$ cat config.mk
export PLATFORM = sky130hd
export DESIGN_NAME = pcm_downmix_linear_resampler
export DESIGN_NICKNAME = d
export VERILOG_FILES = /design/src/rtl/core/dmx_pkg.sv /design/src/rtl/core/dmx_front.sv /design/src/rtl/core/dmx_jobq.sv /design/src/rtl/core/dmx_back.sv /design/src/rtl/core/pcm_downmix_linear_resampler.sv
export SDC_FILE = /design/constraint.sdc
export NUM_CORES = 2
export LEC_CHECK = 0
export BUFFER_PORTS_ARGS = -buffer_cell sky130_fd_sc_hd__clkbuf_2
export CAP_MARGIN = 20
export CORE_AREA = 2 2 331 333
export DETAILED_ROUTE_END_ITERATION = 12
export DIE_AREA = 0 0 333 335
export PLACE_DENSITY = 0.57
export SKIP_LAST_GASP = 1
export SLEW_MARGIN = 20
export SYNTH_ARGS = -nofsm -noshare
export SYNTH_HDL_FRONTEND = slang
export SYNTH_SLANG_ARGS = --single-unit
export TNS_END_PERCENT = 5
$ cat constraint.sdc
create_clock -name clk -period 12.4 [get_ports clk]
set_input_delay 1.24 -clock clk [delete_from_list [all_inputs] [get_ports clk]]
set_output_delay 1.24 -clock clk [all_outputs]
set_load 0.05 [all_outputs]
$ cat src/rtl/core/dmx_pkg.sv
// ----------------------------------------------------------------------------
// dmx_pkg: shared types and constants
// Beat formats, register indexes and the per-frame reciprocal table for the
// down-mixing resampler.
// ----------------------------------------------------------------------------
`default_nettype none
package dmx_pkg;

  localparam int SampleBits    = 24;
  localparam int PhaseFracBits = 16;
  localparam int PhaseBits     = 21;
  localparam int SumBits       = 27;
  localparam int MaxChannels   = 8;
  localparam int ResultCap     = 32;

  localparam logic [1:0] FMT_PCM16 = 2'd0;
  localparam logic [1:0] FMT_PCM32 = 2'd1;
  localparam logic [1:0] FMT_FLT32 = 2'd2;

  localparam logic [1:0] REG_FORMAT   = 2'd0;
  localparam logic [1:0] REG_CHANNELS = 2'd1;
  localparam logic [1:0] REG_STEP     = 2'd2;

  localparam logic signed [SampleBits-1:0] SMP_MAX = {1'b0, {(SampleBits-1){1'b1}}};
  localparam logic signed [SampleBits-1:0] SMP_MIN = {1'b1, {(SampleBits-1){1'b0}}};

  localparam logic [PhaseBits-1:0] PHASE_ONE  = PhaseBits'(1) << PhaseFracBits;
  localparam logic [19:0]          STEP_MIN   = 20'(1 << (PhaseFracBits - 4));
  localparam logic [19:0]          STEP_MAX   = 20'(12 << PhaseFracBits);

  typedef struct packed {
    logic [31:0] sample_word;
    logic        end_of_stream;
  } in_beat_t;

  typedef struct packed {
    logic signed [SampleBits-1:0] mono_sample;
    logic                         run_last;
    logic                         stream_last;
  } out_beat_t;

  // One classified item handed from the front to the back.
  typedef struct packed {
    logic                         frame_done;
    logic                         eos;
    logic signed [SampleBits-1:0] cur;
  } job_t;

  // Reciprocal in Q1.16, round(65536/count).
  function automatic logic [16:0] recip_of(input logic [3:0] c);
    logic [16:0] r;
    unique case (c)
      4'd1:    r = 17'd65536;
      4'd2:    r = 17'd32768;
      4'd3:    r = 17'd21845;
      4'd4:    r = 17'd16384;
      4'd5:    r = 17'd13107;
      4'd6:    r = 17'd10923;
      4'd7:    r = 17'd9362;
      default: r = 17'd8192;
    endcase
    return r;
  endfunction

endpackage
`default_nettype wire

$ cat src/rtl/core/dmx_front.sv
// ----------------------------------------------------------------------------
// dmx_front: decode and frame averaging
// Decodes each word, sums a frame, scales by the reciprocal and hands jobs on.
// ----------------------------------------------------------------------------
`default_nettype none
module dmx_front import dmx_pkg::*; (
  input  wire logic       clk,
  input  wire logic       rst_n,
  input  wire logic       in_push,
  output logic            in_full,
  input  wire in_beat_t   in_data,
  input  wire logic [1:0] sample_format,
  input  wire logic [3:0] channel_count,
  input  wire logic       q_full,
  output logic            q_push,
  output job_t            q_data
);

  localparam logic [1:0] ST_IDLE = 2'd0;
  localparam logic [1:0] ST_MUL  = 2'd1;
  localparam logic [1:0] ST_PUSH = 2'd2;

  logic [1:0]                st_r, st_nxt;
  logic [2:0]                chan_idx_r, chan_idx_nxt;
  logic signed [SumBits-1:0] sum_r, sum_nxt;
  logic signed [SumBits-1:0] msum_r;
  logic signed [44:0]        prod_r;
  logic                      eos_r;
  logic [3:0]                chans;
  logic signed [SampleBits-1:0] dec;
  logic signed [SumBits-1:0] add_sum;
  logic                      accept, complete;
  logic signed [28:0]        scaled;
  logic signed [SampleBits-1:0] cur;
  logic [7:0]                fexp;
  logic [23:0]               mant, mag;
  logic [7:0]                rsh;

  assign chans = (channel_count == 4'd0) ? 4'd1 :
                 (channel_count > 4'(MaxChannels)) ? 4'(MaxChannels) : channel_count;

  always_comb begin
    fexp = in_data.sample_word[30:23];
    mant = {1'b1, in_data.sample_word[22:0]};
    rsh  = 8'd127 - fexp;
    mag  = (rsh >= 8'd24) ? 24'd0 : (mant >> rsh[4:0]);
    dec  = '0;
    unique case (sample_format)
      FMT_PCM16: dec = {in_data.sample_word[15:0], 8'd0};
      FMT_PCM32: dec = in_data.sample_word[31:8];
      FMT_FLT32: begin
        if (fexp == 8'hFF) begin
          if (in_data.sample_word[22:0] != 23'd0) dec = '0;
          else dec = in_data.sample_word[31] ? SMP_MIN : SMP_MAX;
        end else if (fexp == 8'd0) begin
          dec = '0;
        end else if (fexp >= 8'd127) begin
          dec = in_data.sample_word[31] ? SMP_MIN : SMP_MAX;
        end else begin
          dec = in_data.sample_word[31] ? -$signed(mag) : $signed(mag);
        end
      end
      default:   dec = '0;
    endcase
  end

  assign in_full  = (st_r != ST_IDLE) || q_full;
  assign accept   = in_push && !in_full;
  assign add_sum  = sum_r + SumBits'(dec);
  assign complete = ({1'b0, chan_idx_r} + 4'd1) >= chans;

  assign scaled = prod_r[44:16];
  assign cur = (scaled > 29'(SMP_MAX)) ? SMP_MAX :
               (scaled < 29'(SMP_MIN)) ? SMP_MIN : scaled[SampleBits-1:0];

  always_comb begin
    st_nxt       = st_r;
    chan_idx_nxt = chan_idx_r;
    sum_nxt      = sum_r;
    q_push       = 1'b0;
    q_data       = '{frame_done: 1'b1, eos: eos_r, cur: cur};
    unique case (st_r)
      ST_IDLE: begin
        if (accept) begin
          if (complete) begin
            chan_idx_nxt = '0;
            sum_nxt      = '0;
            st_nxt       = ST_MUL;
          end else if (in_data.end_of_stream) begin
            // A partial frame is dropped; only the tail is asked for.
            chan_idx_nxt = '0;
            sum_nxt      = '0;
            q_push       = 1'b1;
            q_data       = '{frame_done: 1'b0, eos: 1'b1, cur: '0};
          end else begin
            chan_idx_nxt = chan_idx_r + 3'd1;
            sum_nxt      = add_sum;
          end
        end
      end
      ST_MUL:  st_nxt = ST_PUSH;
      ST_PUSH: begin
        if (!q_full) begin
          q_push = 1'b1;
          st_nxt = ST_IDLE;
        end
      end
      default: st_nxt = ST_IDLE;
    endcase
  end

  always_ff @(posedge clk) begin
    if (!rst_n) begin
      st_r       <= ST_IDLE;
      chan_idx_r <= '0;
      sum_r      <= '0;
    end else begin
      st_r       <= st_nxt;
      chan_idx_r <= chan_idx_nxt;
      sum_r      <= sum_nxt;
    end
  end

  always_ff @(posedge clk) begin
    if (accept) begin
      msum_r <= add_sum;
      eos_r  <= in_data.end_of_stream;
    end
    prod_r <= 45'(msum_r) * $signed({1'b0, recip_of(chans)});
  end

endmodule
`default_nettype wire

$ cat src/rtl/core/dmx_jobq.sv
// ----------------------------------------------------------------------------
// dmx_jobq: job queue
// Two-entry queue of classified jobs between the front and the back.
// ----------------------------------------------------------------------------
`default_nettype none
module dmx_jobq import dmx_pkg::*; (
  input  wire logic clk,
  input  wire logic rst_n,
  input  wire logic push,
  input  wire job_t push_data,
  output logic      full,
  input  wire logic pop,
  output logic      empty,
  output job_t      pop_data
);

  job_t       mem_r [2];
  logic       wp_r, rp_r;
  logic [1:0] cnt_r;
  logic       do_push, do_pop;

  assign full     = (cnt_r == 2'd2);
  assign empty    = (cnt_r == 2'd0);
  assign do_push  = push && !full;
  assign do_pop   = pop && !empty;
  assign pop_data = mem_r[rp_r];

  always_ff @(posedge clk) begin
    if (!rst_n) begin
      wp_r  <= 1'b0;
      rp_r  <= 1'b0;
      cnt_r <= 2'd0;
    end else begin
      if (do_push) wp_r <= ~wp_r;
      if (do_pop)  rp_r <= ~rp_r;
      cnt_r <= cnt_r + 2'(do_push) - 2'(do_pop);
    end
  end

  always_ff @(posedge clk) begin
    if (do_push) mem_r[wp_r] <= push_data;
  end

endmodule
`default_nettype wire

$ cat src/rtl/core/dmx_back.sv
// ----------------------------------------------------------------------------
// dmx_back: interpolation sequencer
// Walks the output phase across each sample interval and the end-of-stream
// tail, one result per cycle while the result queue has room, into a two-entry result queue.
// ----------------------------------------------------------------------------
`default_nettype none
module dmx_back import dmx_pkg::*; (
  input  wire logic        clk,
  input  wire logic        rst_n,
  input  wire logic [19:0] phase_step,
  input  wire logic        q_empty,
  input  wire job_t        q_data,
  output logic             q_pop,
  output logic             out_empty,
  input  wire logic        out_pop,
  output out_beat_t        out_data
);

  localparam logic [1:0] ST_IDLE   = 2'd0;
  localparam logic [1:0] ST_INTERP = 2'd1;
  localparam logic [1:0] ST_TAIL   = 2'd2;

  logic [1:0]                   st_r, st_nxt;
  logic signed [SampleBits-1:0] prev_r, prev_nxt, cur_r, cur_nxt;
  logic                         hp_r, hp_nxt, eos_r, eos_nxt;
  logic [PhaseBits-1:0]         ph_r, ph_nxt;
  logic [5:0]                   n_r, n_nxt;

  out_beat_t  rq_r [2];
  logic       wp_r, rp_r;
  logic [1:0] cnt_r;
  logic       wr, rd, space;
  out_beat_t  wr_data;

  logic [19:0]                  step;
  logic signed [SampleBits:0]   diff;
  logic signed [41:0]           prod;
  logic signed [SampleBits-1:0] y;
  logic [PhaseBits-1:0]         ph2, ph_adj;
  logic [5:0]                   n2;
  logic                         more, tail_go;
  logic                         hp_a;
  logic signed [SampleBits-1:0] prev_a;
  logic [PhaseBits-1:0]         ph_a;

  assign step  = (phase_step < STEP_MIN) ? STEP_MIN :
                 (phase_step > STEP_MAX) ? STEP_MAX : phase_step;
  assign diff  = {cur_r[SampleBits-1], cur_r} - {prev_r[SampleBits-1], prev_r};
  assign prod  = 42'(diff) * $signed({1'b0, ph_r[PhaseFracBits-1:0]});
  assign y     = prev_r + prod[PhaseFracBits+SampleBits-1:PhaseFracBits];
  assign ph2   = ph_r + PhaseBits'(step);
  assign n2    = n_r + 6'd1;
  assign more  = (ph2 < PHASE_ONE) && (n2 < 6'(ResultCap));
  assign ph_adj = (ph2 >= PHASE_ONE) ? ph2 - PHASE_ONE : '0;
  assign tail_go = eos_r && (ph_adj < PHASE_ONE) && (n2 < 6'(ResultCap));
  assign space = (cnt_r != 2'd2);

  // State after a job that gives no interpolated result.
  always_comb begin
    hp_a   = hp_r;
    prev_a = prev_r;
    ph_a   = ph_r;
    if (q_data.frame_done) begin
      prev_a = q_data.cur;
      hp_a   = 1'b1;
      if (hp_r) ph_a = ph_r - PHASE_ONE;
    end
  end

  always_comb begin
    st_nxt   = st_r;
    prev_nxt = prev_r;
    cur_nxt  = cur_r;
    hp_nxt   = hp_r;
    eos_nxt  = eos_r;
    ph_nxt   = ph_r;
    n_nxt    = n_r;
    q_pop    = 1'b0;
    wr       = 1'b0;
    wr_data  = '{mono_sample: y, run_last: 1'b0, stream_last: 1'b0};
    unique case (st_r)
      ST_IDLE: begin
        if (!q_empty) begin
          q_pop   = 1'b1;
          cur_nxt = q_data.cur;
          eos_nxt = q_data.eos;
          n_nxt   = '0;
          if (q_data.frame_done && hp_r && (ph_r < PHASE_ONE)) begin
            st_nxt = ST_INTERP;
          end else begin
            prev_nxt = prev_a;
            hp_nxt   = hp_a;
            ph_nxt   = ph_a;
            if (q_data.eos) begin
              if (hp_a && (ph_a < PHASE_ONE)) begin
                st_nxt = ST_TAIL;
              end else begin
                prev_nxt = '0;
                hp_nxt   = 1'b0;
                ph_nxt   = '0;
              end
            end
          end
        end
      end
      ST_INTERP: begin
        if (space) begin
          wr = 1'b1;
          n_nxt = n2;
          if (more) begin
            ph_nxt = ph2;
          end else begin
            wr_data.run_last    = !tail_go;
            wr_data.stream_last = eos_r && !tail_go;
            prev_nxt = cur_r;
            ph_nxt   = ph_adj;
            if (tail_go) begin
              st_nxt = ST_TAIL;
            end else begin
              st_nxt = ST_IDLE;
              if (eos_r) begin
                prev_nxt = '0;
                hp_nxt   = 1'b0;
                ph_nxt   = '0;
              end
            end
          end
        end
      end
      ST_TAIL: begin
        if (space) begin
          wr = 1'b1;
          wr_data.mono_sample = prev_r;
          n_nxt  = n2;
          ph_nxt = ph2;
          if (!more) begin
            wr_data.run_last    = 1'b1;
            wr_data.stream_last = 1'b1;
            st_nxt   = ST_IDLE;
            prev_nxt = '0;
            hp_nxt   = 1'b0;
            ph_nxt   = '0;
          end
        end
      end
      default: st_nxt = ST_IDLE;
    endcase
  end

  always_ff @(posedge clk) begin
    if (!rst_n) begin
      st_r   <= ST_IDLE;
      prev_r <= '0;
      hp_r   <= 1'b0;
      ph_r   <= '0;
      eos_r  <= 1'b0;
      n_r    <= '0;
    end else begin
      st_r   <= st_nxt;
      prev_r <= prev_nxt;
      hp_r   <= hp_nxt;
      ph_r   <= ph_nxt;
      eos_r  <= eos_nxt;
      n_r    <= n_nxt;
    end
  end

  always_ff @(posedge clk) begin
    cur_r <= cur_nxt;
  end

  assign rd        = out_pop && (cnt_r != 2'd0);
  assign out_empty = (cnt_r == 2'd0);
  assign out_data  = rq_r[rp_r];

  always_ff @(posedge clk) begin
    if (!rst_n) begin
      wp_r  <= 1'b0;
      rp_r  <= 1'b0;
      cnt_r <= 2'd0;
    end else begin
      if (wr) wp_r <= ~wp_r;
      if (rd) rp_r <= ~rp_r;
      cnt_r <= cnt_r + 2'(wr) - 2'(rd);
    end
  end

  always_ff @(posedge clk) begin
    if (wr) rq_r[wp_r] <= wr_data;
  end

endmodule
`default_nettype wire

$ cat src/rtl/core/pcm_downmix_linear_resampler.sv
// ----------------------------------------------------------------------------
// pcm_downmix_linear_resampler: mono down-mix and linear resampler
// Decodes interleaved PCM16/PCM32/float32 words, averages each frame into one
// mono Q1.23 sample and resamples it by linear interpolation.
// ----------------------------------------------------------------------------
//
//   Channel  Ports                          Beat
//   input    in_push, in_full, in_data      one sample word plus end flag
//   result   out_pop, out_empty, out_data   one mono sample plus run/stream
//   config   cfg_we, cfg_index, cfg_data    one register write, no wait
//
// Only a word that closes a frame holds in_full, through ST_MUL (reciprocal
// multiply) and ST_PUSH (hand-off; waits on a full job queue). The back
// gives one result per cycle while the result queue has room, up to 32 per
// beat, with one interpolation multiplier. Results queue in two entries, so
// the back stalls only when both are held. Reset is synchronous and active
// low; it restores format PCM16, one channel and a unit step.
`default_nettype none
module pcm_downmix_linear_resampler import dmx_pkg::*; (
  input  wire logic        clk,
  input  wire logic        rst_n,
  input  wire logic        in_push,
  output logic             in_full,
  input  wire in_beat_t    in_data,
  input  wire logic        out_pop,
  output logic             out_empty,
  output out_beat_t        out_data,
  input  wire logic        cfg_we,
  input  wire logic [1:0]  cfg_index,
  input  wire logic [19:0] cfg_data
);

  logic [1:0]  fmt_r;
  logic [3:0]  chans_r;
  logic [19:0] step_r;

  // Jobs from the front to the back.
  logic jq_push, jq_full, jq_pop, jq_empty;
  job_t jq_in, jq_out;

  // Register writes; an index past the list is ignored.
  always_ff @(posedge clk) begin
    if (!rst_n) begin
      fmt_r   <= FMT_PCM16;
      chans_r <= 4'd1;
      step_r  <= 20'(PHASE_ONE);
    end else if (cfg_we) begin
      unique case (cfg_index)
        REG_FORMAT:   fmt_r   <= cfg_data[1:0];
        REG_CHANNELS: chans_r <= cfg_data[3:0];
        REG_STEP:     step_r  <= cfg_data;
        default:      ;
      endcase
    end
  end

  dmx_front u_front (
    .clk           (clk),
    .rst_n         (rst_n),
    .in_push       (in_push),
    .in_full       (in_full),
    .in_data       (in_data),
    .sample_format (fmt_r),
    .channel_count (chans_r),
    .q_full        (jq_full),
    .q_push        (jq_push),
    .q_data        (jq_in)
  );

  dmx_jobq u_jobq (
    .clk       (clk),
    .rst_n     (rst_n),
    .push      (jq_push),
    .push_data (jq_in),
    .full      (jq_full),
    .pop       (jq_pop),
    .empty     (jq_empty),
    .pop_data  (jq_out)
  );

  dmx_back u_back (
    .clk        (clk),
    .rst_n      (rst_n),
    .phase_step (step_r),
    .q_empty    (jq_empty),
    .q_data     (jq_out),
    .q_pop      (jq_pop),
    .out_empty  (out_empty),
    .out_pop    (out_pop),
    .out_data   (out_data)
  );

endmodule
`default_nettype wire

==> summary.md <==
| Metric | Value |
|---|---|
| Die extent in y | 335 um |
| Sequential cell area fraction in the yosys report | 16.1% |
| Layout Skew | 0.0527 ns |
| DRT Wirelength | 127 mm |
| Fin crit share | 91.8% |
| Post-Synth Adder-Cell Area | 42.5% |
| DPL Wire Length | 102 mm |
| Post-synth EDFFs | 156 |
| Post-route setup TNS | 0 ns |
| Simple-gate share of the synthesized area | 15.6% |
| Maximum fanout along the worst path | 9 |
| Worst relative slew slack | 31.3% |
| Slew @ Worst Pin | 1.03 ns |
| CP Data Required Time | 12.67 ns |
| CP Class | reg -> reg |
| Max-slew violation count | 0 |
| Core ar. | 108000 um2 |
| Avg WL per Cell | 19.1 um |
| CP peak stage delay | 0.76 ns |
| FF+latch count, synth | 308 |
| DR top layer | met5 |
| CTS Buffer Depth | 3 |
| Resize count post-CTS | 0 |
| Total GRT Usage | 23.3% |
| Synth Net Count | 6400 |
| PwrDens | 126 nW/um2 |
| Pre-CTS setup slack | 0.934 ns |
| IO buf count | 87 |
| Largest net degree at the start of global routing | 76 |
| Layout cells sized above 1 | 6.65% |
| Post-Synthesis Cells | 5199 |
| Mux contribution to synthesized area | 3.25% |
| CP Capture Type | register |
| Status | finished, final reports clean |
| Synth cell types | 92 |
| Clock Latency Late Sink | 0.60 ns |
| Die area | 112000 um2 |
| Synth Area in XOR/XNOR | 3.16% |
| Via/cell ratio | 5.27 |
| # IOs | 88 |
| Initial antenna violation count | 2 |
| DRT antenna net count | 0 |
| Critical path arrival | 11.65 ns |
| Leakage power | 0.0245 uW |
| Hold path depth | 2 |
| Initial drt markers | 2022 |
| Hold-fix buffers, CTS | 0 |
| Final Critical Period | 11.39 ns |
| Num CTS Buffers | 38 |
| Unrepaired setup endpoints after global routing | no |
| Fin worst setup slack | 1.01 ns |
| Power Total | 6460 uW |
| Share of synthesized registers carrying an async set or reset | 0% |
| Register clock-pin slew on the reported worst setup and hold paths | 0.06 ns |
| Clock sinks | 308 |
| Rows | 121 |
| Ys flop type | edfxtp_1 |
| Met3 routed wirelength | 5.61 mm |
| Synth Cell Area | 48100 um2 |
| Initial Utilization | 44.5% |
| Fmax | 87.8 MHz |
| N_diodes | 0 |
| Syn_area_per_cell | 9.26 um2 |
| Final hold viol count | 0 |
| DRC viols | 0 |
| Number of global-route vias before repair | 36889 |
| Max-cap violation count | 0 |
| H-tree depth | 2 |
| First-pass GRT wire length | 205 mm |
| Via Count | 34883 |
| Met2 wire length | 62.1 mm |
| Peak VDD IR | 0.000140 V |
| GR Overflow Total | 0 |
| M1 WL | 56.8 mm |
| Placer Congestion | 0.911 |
| Slowest cell on crit path | xnor2_1 |
| Hold Crit Class | reg -> reg |
| Ys Warns | 0 |
| Worst r2r path cells | 40 |
| Root buf cell | clkbuf_16 |
| Most repeated library cell on the critical path | fa_1 |
| # setup viols final | 0 |
| Die X | 333 um |
| CTS tree | done |
| Synth Area in Compound Gates | 9.51% |
| First-pass DRT Iterations | 7 |
| Largest family of logic cells by synthesized area | adder cells |
| Setup bufs post-CTS | 0 |
| CP Launch Type | register |
| Final nets | 6373 |
| Area growth, synth to finish | 6.64% |
| Hold WS | 0.473 ns |
-- cells in the mapped netlist (13+ instances only) --
| master | count | share of area [%] |
|---|---|---|
| a211oi_1 | 18 | 0.28 |
| a21boi_0 | 13 | 0.20 |
| a21o_1 | 38 | 0.59 |
| a21oi_1 | 221 | 2.3 |
| a22o_1 | 18 | 0.33 |
| a22oi_1 | 28 | 0.44 |
| a2bb2oi_1 | 25 | 0.45 |
| a31oi_1 | 14 | 0.18 |
| and2_1 | 408 | 5.3 |
| and3_1 | 42 | 0.55 |
| buf_1 | 16 | 0.12 |
| clkbuf_1 | 196 | 1.5 |
| dfxtp_1 | 152 | 6.3 |
| edfxtp_1 | 156 | 9.7 |
| fa_1 | 825 | 34 |
| ha_1 | 316 | 8.2 |
| inv_1 | 1044 | 8.1 |
| mux2_2 | 61 | 1.4 |
| mux2i_1 | 38 | 0.79 |
| mux4_2 | 22 | 1.0 |
| nand2_1 | 467 | 3.6 |
| nand2b_1 | 42 | 0.55 |
| nand3_1 | 41 | 0.43 |
| nand3b_1 | 13 | 0.20 |
| nor2_1 | 265 | 2.1 |
| nor2b_1 | 76 | 0.99 |
| nor3_1 | 54 | 0.56 |
| nor4_1 | 18 | 0.23 |
| o211ai_1 | 22 | 0.34 |
| o21a_1 | 30 | 0.47 |
| o21ai_0 | 139 | 1.4 |
| o31ai_1 | 15 | 0.23 |
| or3_1 | 15 | 0.19 |
| xnor2_1 | 120 | 2.2 |
| xor2_1 | 49 | 0.89 |
-- layout by cell type (no fill, tap or decap), types with 22 or more instances in the layout --
| cell | synthesis | layout |
|---|---|---|
| inv_1 | 1044 | 1043 |
| fa_1 | 825 | 825 |
| nand2_1 | 467 | 467 |
| and2_1 | 408 | 408 |
| ha_1 | 316 | 316 |
| nor2_1 | 265 | 257 |
| a21oi_1 | 221 | 219 |
| edfxtp_1 | 156 | 156 |
| dfxtp_1 | 152 | 152 |
| o21ai_0 | 139 | 139 |
| xnor2_1 | 120 | 119 |
| clkbuf_2 | 0 | 87 |
| nor2b_1 | 76 | 74 |
| buf_4 | 0 | 68 |
| mux2_2 | 61 | 61 |
| nor3_1 | 54 | 52 |
| xor2_1 | 49 | 49 |
| nand2b_1 | 42 | 42 |
| and3_1 | 42 | 42 |
| nand3_1 | 41 | 41 |
| a21o_1 | 38 | 38 |
| mux2i_1 | 38 | 38 |
| clkbuf_16 | 0 | 38 |
| o21a_1 | 30 | 30 |
| a22oi_1 | 28 | 28 |
| a2bb2oi_1 | 25 | 25 |
| o211ai_1 | 22 | 22 |
| mux4_2 | 22 | 22 |
-- final timing paths --
check	from	endpoint	slack, ns
max	u_back.prev_r[1]$_SDFFE_PN0P_	u_back.rq_r[0][23]$_DFFE_PP_	1.01
min reg2reg	step_r[7]$_SDFFE_PN0P_	step_r[7]$_SDFFE_PN0P_	0.47
min	step_r[7]$_SDFFE_PN0P_	step_r[7]$_SDFFE_PN0P_	0.47
max reg2reg	u_back.prev_r[1]$_SDFFE_PN0P_	u_back.rq_r[0][23]$_DFFE_PP_	1.01
-- kinds of logic (layout without fill, tap and decap cells) --
group           after synthesis  count (layout)
buf+inv                    1267            1270
mux                         121             121
fa+ha+maj                  1141            1141
flops                       308             308
compound gates              698             698
simple gates               1493            1493
xor+xnor                    171             171
-- layout make-up --
class / count / area (um2)
timing repair buffer: 156 / 961
inverter: 1044 / 3920
clock inverter: 16 / 214
multi-input combinational: 3624 / 35700
clock buffer: 54 / 1060
sequential: 308 / 7730
fill: 10577 / 56800
tap: 1414 / 1770
-- where the power goes --
part,total (uW),leakage [uW],internal (uW),switching [uW]
Combinational,3740,0.0212,1270,2470
Clock,1130,0.000621,652,480
Sequential,1580,0.00270,1390,191
Total,6460,0.0245,3310,3140
-- per-stage QoR --
stage | cell area [um2] | std cells | utilization, %
after global placement | 50000 | 6545 | 46.3
final | 51300 | 6616 | 47.5
after floorplan | 48100 | 5199 | -
after detailed placement | 50000 | 6545 | 46.3
after global routing | 51300 | 6616 | 47.5
after CTS | 51300 | 6615 | 47.5
-- sequential cells by signal, indices dropped and copies added (netlist names), 2 cells and up, named ones only --
signal / cells
fmt_r: 2
chans_r: 4
u_back.cur_r: 24
u_back.rq_r: 52
u_back.ph_r: 21
u_jobq.mem_r: 52
u_front.prod_r: 29
u_front.st_r: 2
u_jobq.cnt_r: 2
u_back.cnt_r: 2
u_front.chan_idx_r: 3
u_back.n_r: 6
u_back.prev_r: 24
u_front.msum_r: 27
u_back.st_r: 2
u_front.sum_r: 27
step_r: 20
-- critical path, delay by kind of cell (launching register included) --
kind / cells / cell delay [ns]
buf+inv: 6 / 0.67
flops: 1 / 0.44
fa+ha+maj: 9 / 3.55
xor+xnor: 2 / 0.92
simple gates: 7 / 1.34
compound gates: 16 / 4.12
-- layer usage --
| layer | up-vias | track usage (%) |
|---|---|---|
| met4 | 2 | 4.21 |
| met3 | 119 | 2.31 |
| met2 | 731 | 40.5 |
| li1 | 16334 | - |
| met5 | - | 0 |
| met1 | 17697 | 31.7 |
No activity file was read; power rests on OpenSTA's default activity.
